File: config.mk
export PLATFORM = sky130hd
export DESIGN_NAME = hdp_front
export DESIGN_NICKNAME = d
export VERILOG_FILES = /design/src/rtl/hdp_pkg.sv /design/src/rtl/hdp_front.sv
export SDC_FILE = /design/constraint.sdc
export NUM_CORES = 1
export LEC_CHECK = 0
export ABC_AREA = 1
export BUFFER_PORTS_ARGS = -buffer_cell sky130_fd_sc_hd__buf_2
export CORE_MARGIN = 2
export CORE_UTILIZATION = 18
export DETAILED_ROUTE_END_ITERATION = 10
export PLACE_DENSITY_LB_ADDON = 0.1
export SKIP_LAST_GASP = 1
export SLEW_MARGIN = 20
export SYNTH_ARGS = -nofsm -noshare
export SYNTH_HDL_FRONTEND = slang
export SYNTH_SLANG_ARGS = --single-unit
export TNS_END_PERCENT = 20
File: constraint.sdc
create_clock -name vclk -period 0.8
set_input_delay 0.16 -clock vclk [all_inputs]
set_output_delay 0.16 -clock vclk [all_outputs]
set_load 0.005 [all_outputs]
File: src/rtl/hdp_pkg.sv
`timescale 1ns / 1ps
// ----------------------------------------------------------------------------
// hdp_pkg
// Shared types and constants for the hierarchical depth pyramid.
// ----------------------------------------------------------------------------
package hdp_pkg;

  // default configuration
  localparam int HDP_SIDE_LOG2   = 8;
  localparam int HDP_DEPTH_BITS  = 24;
  localparam int HDP_QUEUE_DEPTH = 2;

  // port field widths
  localparam int CMD_W      = 2;
  localparam int COORD_IN_W = 8;
  localparam int DEPTH_IN_W = 24;

  // command codes on the input channel
  localparam logic [CMD_W-1:0] CMD_CLEAR = 2'd0;
  localparam logic [CMD_W-1:0] CMD_FRAG  = 2'd1;
  localparam logic [CMD_W-1:0] CMD_QUERY = 2'd2;

  // operation class handed from the front end to the back end
  typedef enum logic [1:0] {
    OP_CLEAR = 2'd0,
    OP_FRAG  = 2'd1,
    OP_QUERY = 2'd2,
    OP_NOP   = 2'd3
  } hdp_op_e;

  localparam int OP_W = 2;

  typedef enum logic [3:0] {
    ST_IDLE,
    ST_CLEAR,
    ST_F_RD,
    ST_F_CMP,
    ST_UP_AB,
    ST_UP_C,
    ST_UP_W,
    ST_Q_RD,
    ST_Q_CMP,
    ST_DONE
  } hdp_state_e;

endpackage

File: src/rtl/hdp_front.sv
`timescale 1ns / 1ps
// ----------------------------------------------------------------------------
// hdp_front
// Input front end: accepts transactions, classifies the command, wraps the
// coordinates to the screen and saturates the depth to the stored format.
// ----------------------------------------------------------------------------
module hdp_front #(
  parameter int SIDE_LOG2  = hdp_pkg::HDP_SIDE_LOG2,
  parameter int DEPTH_BITS = hdp_pkg::HDP_DEPTH_BITS,
  localparam int ITEM_W    = hdp_pkg::OP_W + 4 * SIDE_LOG2 + DEPTH_BITS
) (
  input  logic                                in_valid_i,
  output logic                                in_stall_o,
  input  logic [hdp_pkg::CMD_W-1:0]           command_i,
  input  logic [hdp_pkg::COORD_IN_W-1:0]      x_low_i,
  input  logic [hdp_pkg::COORD_IN_W-1:0]      y_low_i,
  input  logic [hdp_pkg::COORD_IN_W-1:0]      x_high_i,
  input  logic [hdp_pkg::COORD_IN_W-1:0]      y_high_i,
  input  logic signed [hdp_pkg::DEPTH_IN_W-1:0] depth_i,
  input  logic                                q_full_i,
  input  logic                                init_busy_i,
  output logic                                push_o,
  output logic [ITEM_W-1:0]                   item_o
);

  localparam logic signed [32:0] DMAX = 33'((64'sd1 << (DEPTH_BITS - 1)) - 64'sd1);
  localparam logic signed [32:0] DMIN = -DMAX - 33'sd1;

  hdp_pkg::hdp_op_e        op;
  logic signed [32:0]      depth_ext;
  logic signed [32:0]      depth_sat;
  logic [SIDE_LOG2-1:0]    xl, yl, xh, yh;

  always_comb begin
    unique case (command_i)
      hdp_pkg::CMD_CLEAR: op = hdp_pkg::OP_CLEAR;
      hdp_pkg::CMD_FRAG:  op = hdp_pkg::OP_FRAG;
      hdp_pkg::CMD_QUERY: op = hdp_pkg::OP_QUERY;
      default:            op = hdp_pkg::OP_NOP;
    endcase
  end

  always_comb begin
    depth_ext = 33'(depth_i);
    if (depth_ext > DMAX) begin
      depth_sat = DMAX;
    end else if (depth_ext < DMIN) begin
      depth_sat = DMIN;
    end else begin
      depth_sat = depth_ext;
    end
  end

  // only the low SIDE_LOG2 bits of a coordinate count
  assign xl = SIDE_LOG2'(x_low_i);
  assign yl = SIDE_LOG2'(y_low_i);
  assign xh = SIDE_LOG2'(x_high_i);
  assign yh = SIDE_LOG2'(y_high_i);

  assign in_stall_o = q_full_i | init_busy_i;
  assign push_o     = in_valid_i & ~in_stall_o;
  assign item_o     = {op, xl, yl, xh, yh, DEPTH_BITS'(depth_sat)};

endmodule

==> results summary <==
The run finished with clean final reports. Dividing total power by cell area gives a power density of between 200 and 250 mW/mm^2. The library cell used most frequently in the layout, excluding fill and tap cells, is buf_2. Wires add up to roughly 530 microns. The number of top-level pins is 121. The highest metal layer carrying signal wires in the routed design is met4. By area the synthesized netlist is led by buf_4 66%, clkbuf_1 27%, inv_1 3.1%, nand2_2 1.7%, nor2_2 1.7%. The post-cts resize count is 0.

The count of synthesis-stage warnings from yosys came out at 0. Across the whole layout, storage elements account for 0 sq um. The iteration-0 DRC count of the detailed router is 0. The placement-stage cell area came out at roughly 83 sq um. Summed over its instances, the top area cell type makes up about two thirds of the synthesized netlist area. The wire length of the first global-routing pass came out at roughly 670 microns. The number of antenna repair diodes came out at 0. The final total power came out at roughly 20 uW.

The first-pass detailed-route iteration total is 1. For this run, design rule violations remaining after detail routing come to 0. From bottom edge to top edge, the die measures 48.8 microns. After detailed routing, the met3 layer carries approximately 190 microns of wire. The hold buffer count at cts is 0. The post-detailed-placement half-perimeter wirelength came out at around 430 microns.

The library cells used most frequently in the layout, excluding fill and tap cells, are 5 x buf_2, 3 x inv_1, 1 x nand2_2, 1 x nor2_2. The transition time of the tightest slew-check pin is 0.0576 ns. The count of filler cells inserted in the layout came out at roughly 240. The initial utilization of the core area, before any placement, comes to roughly a fifth. For this run, the register share of the synthesized area comes to 0%. The clock buffer instance count of the final layout is 0. The routed length on met2 came out at 194 microns. The number of rows created at floorplan came out at 16. The design area is approximately 83 sq um. When the netlist entered floorplanning its net count stood at between 100 and 150. Measured against its own limit, the worst slew margin works out to approximately 96%. The maximum single-stage delay on the critical path came out at 0.11 ns. The number of hold-slack violations in the final timing report is 0. Summing over every cut layer, the via total after detailed routing is about 120.

Traced cell by cell, the critical path runs through buf_2 -> inv_1 -> nand2_2 -> nor2_2 -> buf_2. VDD sags by at most 0.0157 mV. The kind of path behind the tightest hold check is input port to output port. The number of buffer cells added on primary ports came out at 5. The post-route setup TNS is 0 ns. The most frequent cell on the critical path is buf_2. The via count of the first global-routing pass came out at between 100 and 150. The largest area contributor in the netlist is buf_4. Setup repair after global routing left no endpoint under its margin. The residual overflow from global routing is 0. The tool flagged a number of max-cap violations equal to 0. The endpoint class of the critical path is an output port. The initial antenna violation count came to 0.

The count of buffers added by post-CTS timing repair for setup came out at 0. The critical path required time came out at approximately 0.64 ns. The maximum fanout count along the critical path came out at 2. The post-route worst hold slack is 0.320 ns. The number of library cell types mapped by synthesis is 5. The total setup violations reported at the end of the flow is 0.

On the critical path, the stage with the largest delay is an instance of buf_2. The final standard cell utilization of the core came out at under 10%. The clock period could shrink to 0.697 ns.

In the global route stage, overall resource usage came out at 3.48%. Summing all multi-input logic gate instances after layout gives 12.5 sq um. Dividing the detail-routed via count by the number of cells gives about 3.3. The critical path arrival is roughly 0.54 ns. The count of final max-slew check failures came out at 0.

In the final layout, the share of cells above drive strength 1 is between 70% and 80%. The critical path is of the input port to output port type. The summed instance area of the synthesized netlist is approximately 360 sq um. The post-route fraction of the period consumed by the critical path is 87.2%. The residual antenna-violating net count after detailed routing came out at 0.

The worst setup path is launched from an input port. The largest net degree at the start of global routing came out at 3. The cell count after synthesis came out at 63. At the end of routability-driven placement, the weighted congestion stood at 0.487. The die footprint came out at approximately 0.0024 sq mm. The maximum clock rate came out at approximately 1400 MHz. The detailed-route wire length on metal 1 came out at roughly 54 microns. The average cell area after synthesis came out at roughly 5.7 sq um.

The number of flip-flops and latches came out at 0. The post-layout net count is 73. The average routed wire per standard cell is ~14 microns. The core region is ~0.0019 sq mm. The layout-stage area growth over the synthesis result is -77.2%. The cell leakage power came out at a little over 0.00004 uW.

The horizontal die dimension is approximately 49 microns.
## routing by layer
metal	up-vias	GRT usage, %
met2	35	3.20
li1	22	-
met3	20	5.83
met1	45	0.562
met5	-	0
met4	0	8.57
## critical path: cells and delay by family
kind | cells | cell delay, ns
buffers and inverters | 3 | 0.26
AND/OR/NAND/NOR | 2 | 0.12
## Yosys cell counts
cell / n
inv_1: 3
clkbuf_1: 26
buf_4: 32
nand2_2: 1
nor2_2: 1
## path summary, 6_finish.rpt
check / startpoint / endpoint / slack, ns / depth (start not counted)
worst min-delay path: depth_i[21] / item_o[21] / 0.32 / 0
worst max-delay path: q_full_i / push_o / 0.10 / 5
## power by group
group	internal [uW]	leakage, uW	switching [uW]
Combinational	10.9	0.0000405	8.96
Sequential	0	0	0
Clock	0	0	0
## final cells by class
class,count,area share (%)
Inverter,3,13.6
Multi-Input combinational cell,2,15.2
Tap cell,27,40.9
Timing Repair Buffer,5,30.3
## cells by family after synthesis
kind of cell | after synthesis | share of synthesized area (%)
buffers and inverters | 61 | 96.5
and+or+nand+nor | 2 | 3.46
## metrics by stage
stage / setup WS (ns) / std cells
2_1_floorplan: 0.290 / 63
3_3_place_gp: 0.110 / 37
3_5_place_dp: 0.0969 / 37
4_1_cts: 0.0969 / 37
5_1_grt: 0.0593 / 37
6_report: 0.103 / 37
(Power assumes the default switching activity.)
