===== src/rtl/hdp_pkg.sv =====
`timescale 1ns / 1ps
// ----------------------------------------------------------------------------
// hdp_pkg
// Shared types and constants for the hierarchical depth pyramid.
// ----------------------------------------------------------------------------
package hdp_pkg;

  // default configuration
  localparam int HDP_SIDE_LOG2   = 8;
  localparam int HDP_DEPTH_BITS  = 24;
  localparam int HDP_QUEUE_DEPTH = 2;

  // port field widths
  localparam int CMD_W      = 2;
  localparam int COORD_IN_W = 8;
  localparam int DEPTH_IN_W = 24;

  // command codes on the input channel
  localparam logic [CMD_W-1:0] CMD_CLEAR = 2'd0;
  localparam logic [CMD_W-1:0] CMD_FRAG  = 2'd1;
  localparam logic [CMD_W-1:0] CMD_QUERY = 2'd2;

  // operation class handed from the front end to the back end
  typedef enum logic [1:0] {
    OP_CLEAR = 2'd0,
    OP_FRAG  = 2'd1,
    OP_QUERY = 2'd2,
    OP_NOP   = 2'd3
  } hdp_op_e;

  localparam int OP_W = 2;

  typedef enum logic [3:0] {
    ST_IDLE,
    ST_CLEAR,
    ST_F_RD,
    ST_F_CMP,
    ST_UP_AB,
    ST_UP_C,
    ST_UP_W,
    ST_Q_RD,
    ST_Q_CMP,
    ST_DONE
  } hdp_state_e;

endpackage


===== src/rtl/hdp_queue.sv =====
`timescale 1ns / 1ps
// ----------------------------------------------------------------------------
// hdp_queue
// Short FIFO between the front end and the back end.
// ----------------------------------------------------------------------------
module hdp_queue #(
  parameter int WIDTH = 8,
  parameter int DEPTH = hdp_pkg::HDP_QUEUE_DEPTH,
  localparam int PW   = (DEPTH > 1) ? $clog2(DEPTH) : 1,
  localparam int CW   = $clog2(DEPTH + 1)
) (
  input  logic             clk_i,
  input  logic             rst_ni,
  input  logic             push_i,
  input  logic [WIDTH-1:0] wdata_i,
  input  logic             pop_i,
  output logic [WIDTH-1:0] rdata_o,
  output logic             full_o,
  output logic             empty_o
);

  logic [WIDTH-1:0] mem_q [DEPTH];
  logic [PW-1:0]    wr_ptr_q, wr_ptr_d;
  logic [PW-1:0]    rd_ptr_q, rd_ptr_d;
  logic [CW-1:0]    count_q, count_d;

  function automatic logic [PW-1:0] ptr_inc(input logic [PW-1:0] p);
    return (p == PW'(DEPTH - 1)) ? '0 : p + PW'(1);
  endfunction

  always_comb begin
    wr_ptr_d = push_i ? ptr_inc(wr_ptr_q) : wr_ptr_q;
    rd_ptr_d = pop_i ? ptr_inc(rd_ptr_q) : rd_ptr_q;
    count_d  = count_q + CW'(push_i) - CW'(pop_i);
  end

  always_ff @(posedge clk_i or negedge rst_ni) begin
    if (!rst_ni) begin
      wr_ptr_q <= '0;
      rd_ptr_q <= '0;
      count_q  <= '0;
    end else begin
      wr_ptr_q <= wr_ptr_d;
      rd_ptr_q <= rd_ptr_d;
      count_q  <= count_d;
    end
  end

  always_ff @(posedge clk_i) begin
    if (push_i) begin
      mem_q[wr_ptr_q] <= wdata_i;
    end
  end

  assign rdata_o = mem_q[rd_ptr_q];
  assign full_o  = (count_q == CW'(DEPTH));
  assign empty_o = (count_q == '0);

endmodule


===== config.mk =====
export PLATFORM = sky130hd
export DESIGN_NAME = hdp_queue
export DESIGN_NICKNAME = d
export VERILOG_FILES = /design/src/rtl/hdp_pkg.sv /design/src/rtl/hdp_queue.sv
export SDC_FILE = /design/constraint.sdc
export NUM_CORES = 1
export LEC_CHECK = 0
export CORE_MARGIN = 2
export CORE_UTILIZATION = 40
export CTS_CLUSTER_DIAMETER = 80
export DETAILED_ROUTE_END_ITERATION = 10
export DONT_BUFFER_PORTS = 1
export PLACE_DENSITY = 0.59
export SYNTH_ARGS = -nofsm -noshare
export SYNTH_HDL_FRONTEND = slang
export SYNTH_SLANG_ARGS = --single-unit

===== constraint.sdc =====
create_clock -name clk_i -period 1.1 [get_ports clk_i]
set_input_delay 0.055 -clock clk_i [delete_from_list [all_inputs] [get_ports clk_i]]
set_output_delay 0.055 -clock clk_i [all_outputs]
set_load 0.03 [all_outputs]

==> results of run 1 <==
[repair_timing]
action	in CTS	in global routing
endpoints found under the hold margin	23	0
hold buffers	11	0
setup endpoints to repair	10	12
resized for setup	2	0
setup buffers	2	0
[critical path, stage by stage (launching register included)]
cell and delay (ps):
dfrtp_1 420, buf_6 140, mux2_4 350
[layout make-up]
type | instances | area share (%)
clock buffers | 3 | 2.14
clock inverters | 1 | 0.357
inverters | 2 | 0.713
multi-input cells | 17 | 20.1
flip-flops and latches | 20 | 55.2
well taps | 27 | 3.21
repair buffers | 21 | 18.3
[cells by family after synthesis]
logic type | synth area share [%]
and+or+nand+nor | 2.79
xor gates and xnor gates | 5.11
muxes | 14.9
buffers and inverters | 2.32
DFF | 71.8
adders and majority gates | 3.10
[through the flow]
stage / area (um^2) / TNS [ps]
2_1_floorplan: 811 / -43.8
3_3_place_gp: 893 / -56.0
3_5_place_dp: 893 / -130
4_1_cts: 1050 / -1690
5_1_grt: 1050 / -2020
6_report: 1050 / -1490
[path summary, 6_finish.rpt]
path,startpoint,end,slack [ps],cells after the start
min reg2reg,wr_ptr_q$_DFFE_PN0P_,wr_ptr_q$_DFFE_PN0P_,580,1
max,rd_ptr_q$_DFFE_PN0P_,rdata_o[7],-160,2
min in group clk_i,pop_i,count_q[1]$_DFF_PN0_,140,2
max in group asynchronous,rst_ni,count_q[0]$_DFF_PN0_,900,1
min,rst_ni,rd_ptr_q$_DFFE_PN0P_,20,1
max reg2reg,count_q[0]$_DFF_PN0_,count_q[1]$_DFF_PN0_,-120,5
[power by group through the flow]
| stage | registers [uW] | logic, uW | clock network [uW] |
|---|---|---|---|
| 6_report | 1120 | 1230 | 337 |
| 5_1_grt | 1140 | 1300 | 388 |
| 4_1_cts | 1120 | 1240 | 361 |
| 3_5_place_dp | 1130 | 1120 | 0 |
| 3_3_place_gp | 1110 | 1100 | 0 |
| 2_1_floorplan | 1110 | 907 | 0 |
[flip-flops by register name, indices dropped and copies added, names as in the netlist]
name,cells
mem_q,16
rd_ptr_q,1
wr_ptr_q,1
count_q,2
[routing by layer]
layer | share of wire, % | global-route usage, % | up-vias | routed length [um]
met3 | 4.2 | 2.45 | 2 | 51
met1 | 36 | 11.1 | 203 | 433
met5 | 0 | 0 | - | 0
li1 | - | - | 197 | -
met4 | 0.74 | 8.57 | 0 | 9
met2 | 59 | 21.2 | 10 | 714
[placed cells by master (no fill, tap or decap)]
cell type	netlist	routed
mux2_4	8	8
xor2_1	2	2
buf_6	1	2
and2_1	1	1
nor2_1	1	1
edfxtp_1	16	16
clkbuf_4	0	3
buf_4	0	8
clkinv_1	0	1
nor2b_1	2	1
ha_1	2	2
dlygate4sd3_1	0	11
dfrtp_1	4	4
xor3_1	1	1
nor2b_2	0	1
inv_1	2	2
==> summary.md, run 1 <==
| Metric | Value |
|---|---|
| Post-Synthesis Cells | `40` |
| Post-Syn Nets | `54` |
| Syn_area_per_cell | `20.2 um^2` |
| Final Hold Slack | `23.7 ps` |
| FFs w/ async S/R, synth | `20.0%` |
| Startpoint Class | `flip-flop` |
| Ports | `22` |
| TritonCTS clock tree | `done` |
| # Max-Cap Violations | `0` |
| Multi-input gate area | `211 um^2` |
| Register area share after synthesis | `71.8%` |
| Vias/cell | `4.53` |
| Pwr Density | `2560 nW/um^2` |
| Data arrival time of the worst path | `1210 ps` |
| Die Span X | `49.0 um` |
| Crit Path Max Fanout | `5` |
| Vias | `412` |
| Fmax achieved | `0.792 GHz` |
| Total CTS buffers | `3` |
| Sw frac | `34.9%` |
| Most frequent cell after synthesis | `edfxtp_1` |
| Area share of the largest cell type after synthesis | `59.4%` |
| Vias in the first global route | `460` |
| Total power | `2690 uW` |
| Final hold vios | `0` |
| Final WS setup | `-162 ps` |
| Nets | `79` |
| Gr usage total | `11.5%` |
| Area of the core | `1940 um^2` |
| Area Growth Syn to Fin | `30.2%` |
| Clock Skew | `3.29 ps` |
| Worst min-delay path class | `input port to async pin` |
| FP Rows | `16` |
| Placer Congestion | `0.662` |
| Final Instance Count excl. Fillers | `91` |
| Worst slack, placed | `-119 ps` |
| Dpl hpwl | `872 um` |
| Combinational power share | `45.8%` |
| Iteration-0 DRC count of the detailed router | `10` |
| Die ar. | `2400 um^2` |
| TritonCTS Sinks | `20` |
| Htree depth | `1` |
| Setup Viol. Count Final | `12` |
| Clk pwr share | `12.5%` |
| Layout fillers | `153` |
| Clk_lat worst skew | `290 ps` |
| Reg power frac | `41.7%` |
| Endpoint class of the critical path | `output port` |
| Min cycle time layout | `1260 ps` |
| Port bufs | `0` |
| Unrepaired setup endpoints after global routing | `yes` |
| P_int | `1750 uW` |
| Ranking of synthesized cells by area | `edfxtp_1, mux2_4, dfrtp_1` |
| Synth area leader | `edfxtp_1` |
| Chip Height | `49.0 um` |
| Slew HR | `86.3%` |
| Cells after DPL | `74` |
| Mapped Area | `808 um^2` |
| Remaining antenna violation count | `0` |
| Clock transition at path regs | `100 ps` |
| Dominant synthesized flop cell | `edfxtp_1` |
| Synth top cells by count | `edfxtp_1, mux2_4, dfrtp_1` |
| Final wirelength | `1210 um` |
| EDFF count, synth | `16` |
| Fin util | `54.2%` |
| TritonRoute pass-1 iters | `4` |
| Worst EP required | `1040 ps` |
| Max clock buf depth | `2` |
| Netlist cell types | `11` |
| Slew of the pin with the lowest slew margin | `205 ps` |
| Global-route wire length before repair | `1990 um` |
| Class of the most critical setup path | `flip-flop to output port` |
| Peak supply drop | `1670 uV` |
| Period utilisation layout | `115%` |
| Total gr overflow | `0` |
| Outcome | `complete, but fails checks` |
| Initial Utilization | `41.6%` |
| Initial antenna violation count | `0` |
| Wire per inst | `13.3 um` |
| Antenna Cells | `0` |
| LEAKAGE | `0.000433 uW` |
| DRC errors left | `0` |
| Clock root buffer master | `clkbuf_4` |
| Yosys warns | `0` |
| Sequential cell area | `581 um^2` |
| Synthesis-stage register bit count | `20` |
| Largest net degree at the start of global routing | `12` |
| Layout cells sized above 1 | `34.4%` |
| Failing checks | `setup timing` |
| Slew Viols, Final | `0` |
| Net Sw Power | `941 uW` |
Note: power is estimated with default switching activity, not from simulation.
==> run 2, diff against run 1 <==
ABC_AREA = 1   (was default)
==> run 2 against run 1 <==
The run still ends with setup timing left. Clock-buffer cell count is 1 higher. Final area is 17% higher. Flip-flop and latch count stayed put. Highest routed layer unchanged. Worst hold slack better by 2.0 ps. Total power is 24% higher. Largest cell class unchanged. Clock skew is 1.2 ps lower. Largest power group unchanged. Combinational power is 50% higher.
==> summary.md, run 2 <==
| Metric | Value |
|---|---|
| Port bufs | `0 (unchanged)` |
| Ranking of synthesized cells by area | `edfxtp_1, dfrtp_1, inv_1` |
| Post-Syn Nets | `81 (+50%)` |
| Combinational power share | `55.2% (+9.4 points)` |
| Met2 Use GR | `20.0% (-1.2 points)` |
| Post-Synthesis Cells | `67 (+68%)` |
| Gr usage total | `12.8% (+1.3 points)` |
| Period utilisation layout | `110% (-4.9 points)` |
| Largest net degree at the start of global routing | `12 (unchanged)` |
| LEAKAGE | `0.000512 uW (+18%)` |
| Slew Viols, Final | `0 (unchanged)` |
| Htree depth | `1 (unchanged)` |
| Startpoint Class | `flip-flop` |
| Biggest regs | `mem_q (16), count_q (2)` |
| Mapped Area | `831 um^2 (+2.8%)` |
| Wire per inst | `11.8 um (-11%)` |
| Die Span X | `49.6 um (+1.3%)` |
| Slew of the pin with the lowest slew margin | `197 ps (-8.40 ps)` |
| Dpl hpwl | `822 um (-5.7%)` |
| FP Rows | `16 (unchanged)` |
| Mux contribution to synthesized area | `0% (-15 points)` |
| Antenna Cells | `0 (unchanged)` |
| Worst EP required | `1040 ps (about the same)` |
| Flop-to-flop setup slack | `-10 ps (+110 ps)` |
| TritonRoute pass-1 iters | `2 (-2)` |
| Net Sw Power | `1340 uW (+42%)` |
| Data arrival time of the worst path | `1150 ps (-60 ps)` |
| Register area share after synthesis | `69.9% (-1.9 points)` |
| Outcome | `complete, but fails checks` |
| Placer Congestion | `0.642 (-3.1%)` |
| Sw frac | `40.1% (+5.2 points)` |
| Clock Skew | `2.10 ps (-1.19 ps)` |
| Die ar. | `2460 um^2 (+2.6%)` |
| Clk_lat worst skew | `290 ps (about the same)` |
| Peak supply drop | `1410 uV (-15%)` |
| Vias in the first global route | `506 (+10%)` |
| Synthesis-stage register bit count | `20 (unchanged)` |
| Clock root buffer master | `clkbuf_4` |
| Synth area leader | `edfxtp_1` |
| Area of the core | `1960 um^2 (+1.0%)` |
| EDFF count, synth | `16 (unchanged)` |
| Remaining antenna violation count | `0 (unchanged)` |
| Syn_area_per_cell | `12.4 um^2 (-39%)` |
| Total CTS buffers | `3 (unchanged)` |
| Class of the most critical setup path | `flip-flop to output port` |
| Vias | `550 (+33%)` |
| Largest family of logic cells by synthesized area | `buffers and inverters` |
| Min cycle time layout | `1210 ps (-53.8 ps)` |
| Crit Path Max Fanout | `8 (+3)` |
| Grt met1 use | `16.9% (+5.8 points)` |
| Ports | `22 (unchanged)` |
| Most frequent cells in the layout | `edfxtp_1, buf_6, nand2_1` |
| Max reg flops | `16 (unchanged)` |
| GR Util met3 | `3.33% (+0.88 points)` |
| P_int | `1990 uW (+14%)` |
| Biggest register | `mem_q` |
| Fmax achieved | `0.828 GHz (+4.5%)` |
| Most frequent cell after synthesis | `edfxtp_1` |
| Layout cells sized above 1 | `42.7% (+8.3 points)` |
| Most common cell after layout, fill and taps aside | `edfxtp_1` |
| Pwr Density | `2700 nW/um^2 (+5.4%)` |
| Slew HR | `86.8% (+0.56 points)` |
| # Max-Cap Violations | `0 (unchanged)` |
| Iteration-0 DRC count of the detailed router | `7 (-3)` |
| Worst reg2reg startpoint | `count_q[0]$_DFF_PN0_` |
| Netlist cell types | `12 (+1)` |
| Initial antenna violation count | `0 (unchanged)` |
| Worst Reg-to-Reg Cells | `7 (+2)` |
| Clk pwr share | `10.4% (-2.1 points)` |
| TritonCTS Sinks | `20 (unchanged)` |
| Final hold vios | `0 (unchanged)` |
| Yosys warns | `0 (unchanged)` |
| Synth top cells by count | `edfxtp_1, inv_1, nand2_1, o21ai_0, dfrtp_1` |
| Dominant synthesized flop cell | `edfxtp_1` |
| Max clock buf depth | `2 (unchanged)` |
| DRC errors left | `0 (unchanged)` |
| Worst min-delay path class | `input port to async pin` |
| Area Growth Syn to Fin | `48.5%` |
| Final wirelength | `1450 um (+20%)` |
| Setup Viol. Count Final | `10 (-2)` |
| Vias/cell | `4.47 (-1.2%)` |
| Failing checks | `setup timing` |
| Unrepaired setup endpoints after global routing | `yes` |
| Synth Area in Adders | `3.01% (-0.084 points)` |
| Nets | `111 (+41%)` |
| XOR/XNOR share of the synthesized area | `2.11% (-3.0 points)` |
| FFs w/ async S/R, synth | `20.0% (unchanged)` |
| Total gr overflow | `0 (unchanged)` |
| Area share of the largest cell type after synthesis | `57.8% (-1.6 points)` |
| Simple-gate share of the synthesized area | `8.28% (+5.5 points)` |
| Global-route wire length before repair | `2280 um (+15%)` |
| Compound-gate portion of the synthesized area | `6.17% (+6.2 points)` |
| TritonCTS clock tree | `done` |
| Initial Utilization | `42.3% (+0.72 points)` |
| Worst slack, placed | `-20.7 ps (+98.4 ps)` |
| Reg power frac | `34.4% (-7.3 points)` |
| Clock transition at path regs | `100 ps (about the same)` |
| Busiest layer in global routing | `met2` |
| Chip Height | `49.6 um (+1.3%)` |
| Endpoint class of the critical path | `output port` |
| Final WS setup | `-108 ps (+53.8 ps)` |
| Reg-to-reg endpoint | `count_q[1]$_DFF_PN0_` |
| Fin util | `62.9% (+8.7 points)` |
[run 2: metal layers]
metal	up-vias	wire length (um)
met5	-	0
met4	0	21
met3	4	57
met1	260	601
li1	272	-
met2	14	774
[run 2: cell families (layout without fill, tap and decap cells)]
| logic type | Yosys count | after routing |
|---|---|---|
| XOR/XNOR | 2 | 2 |
| buffers and inverters | 17 | 46 |
| flip-flops | 20 | 20 |
| adder cells (fa/ha/maj) | 2 | 2 |
| AO/OA/AOI/OAI | 8 | 8 |
| AND/OR/NAND/NOR | 18 | 18 |
[run 2: power groups by stage]
stage          Combinational (uW)  Clock (uW)  Sequential, uW
6_report                     1840         345            1150
5_1_grt                      1960         385            1170
4_1_cts                      1620         353            1130
3_5_place_dp                 1120           0            1200
3_3_place_gp                 1110           0            1200
2_1_floorplan                 925           0            1110
[run 2: layout make-up]
type	count	area [um^2]
inverter	15	60.1
timing repair buffer	27	283
fill	165	728
tap	27	33.8
multi-input combinational	30	249
clock buffer	4	26.3
sequential	20	582
[run 2: how the worst max path moves through the flow]
stage,to,slack (ps),from
2_1_floorplan,rdata_o[0],-140,rd_ptr_q$_DFFE_PN0P_
3_3_place_gp,rdata_o[7],-10,rd_ptr_q$_DFFE_PN0P_
3_5_place_dp,rdata_o[2],-20,rd_ptr_q$_DFFE_PN0P_
4_1_cts,rdata_o[2],-100,rd_ptr_q$_DFFE_PN0P_
5_1_grt,rdata_o[4],-150,rd_ptr_q$_DFFE_PN0P_
6_report,rdata_o[4],-110,rd_ptr_q$_DFFE_PN0P_
[run 2: stage by stage]
stage	hold WS [ps]	instances	setup TNS (ps)	instance area, um^2	total power (uW)
CTS	29.2	123	-796	1160	3100
global placement	-240	104	-24.3	926	2310
global route	24.8	123	-1320	1230	3520
floorplan	-241	67	-696	833	2030
finish	25.7	123	-793	1230	3330
detailed placement	-240	104	-59.2	926	2330
[run 2: timing repair]
action,CTS,global route
endpoints found under the hold margin,23,0
hold buffers,11,0
setup endpoints to repair,11,20
setup buffers,4,0
gates resized for setup,25,17
cloned,0,0
pin swaps,9,3
[run 2: critical path: stages, from the launching register on]
cell,delay (ps)
dfrtp_2,450
buf_6,150
o21ai_2,120
buf_6,140
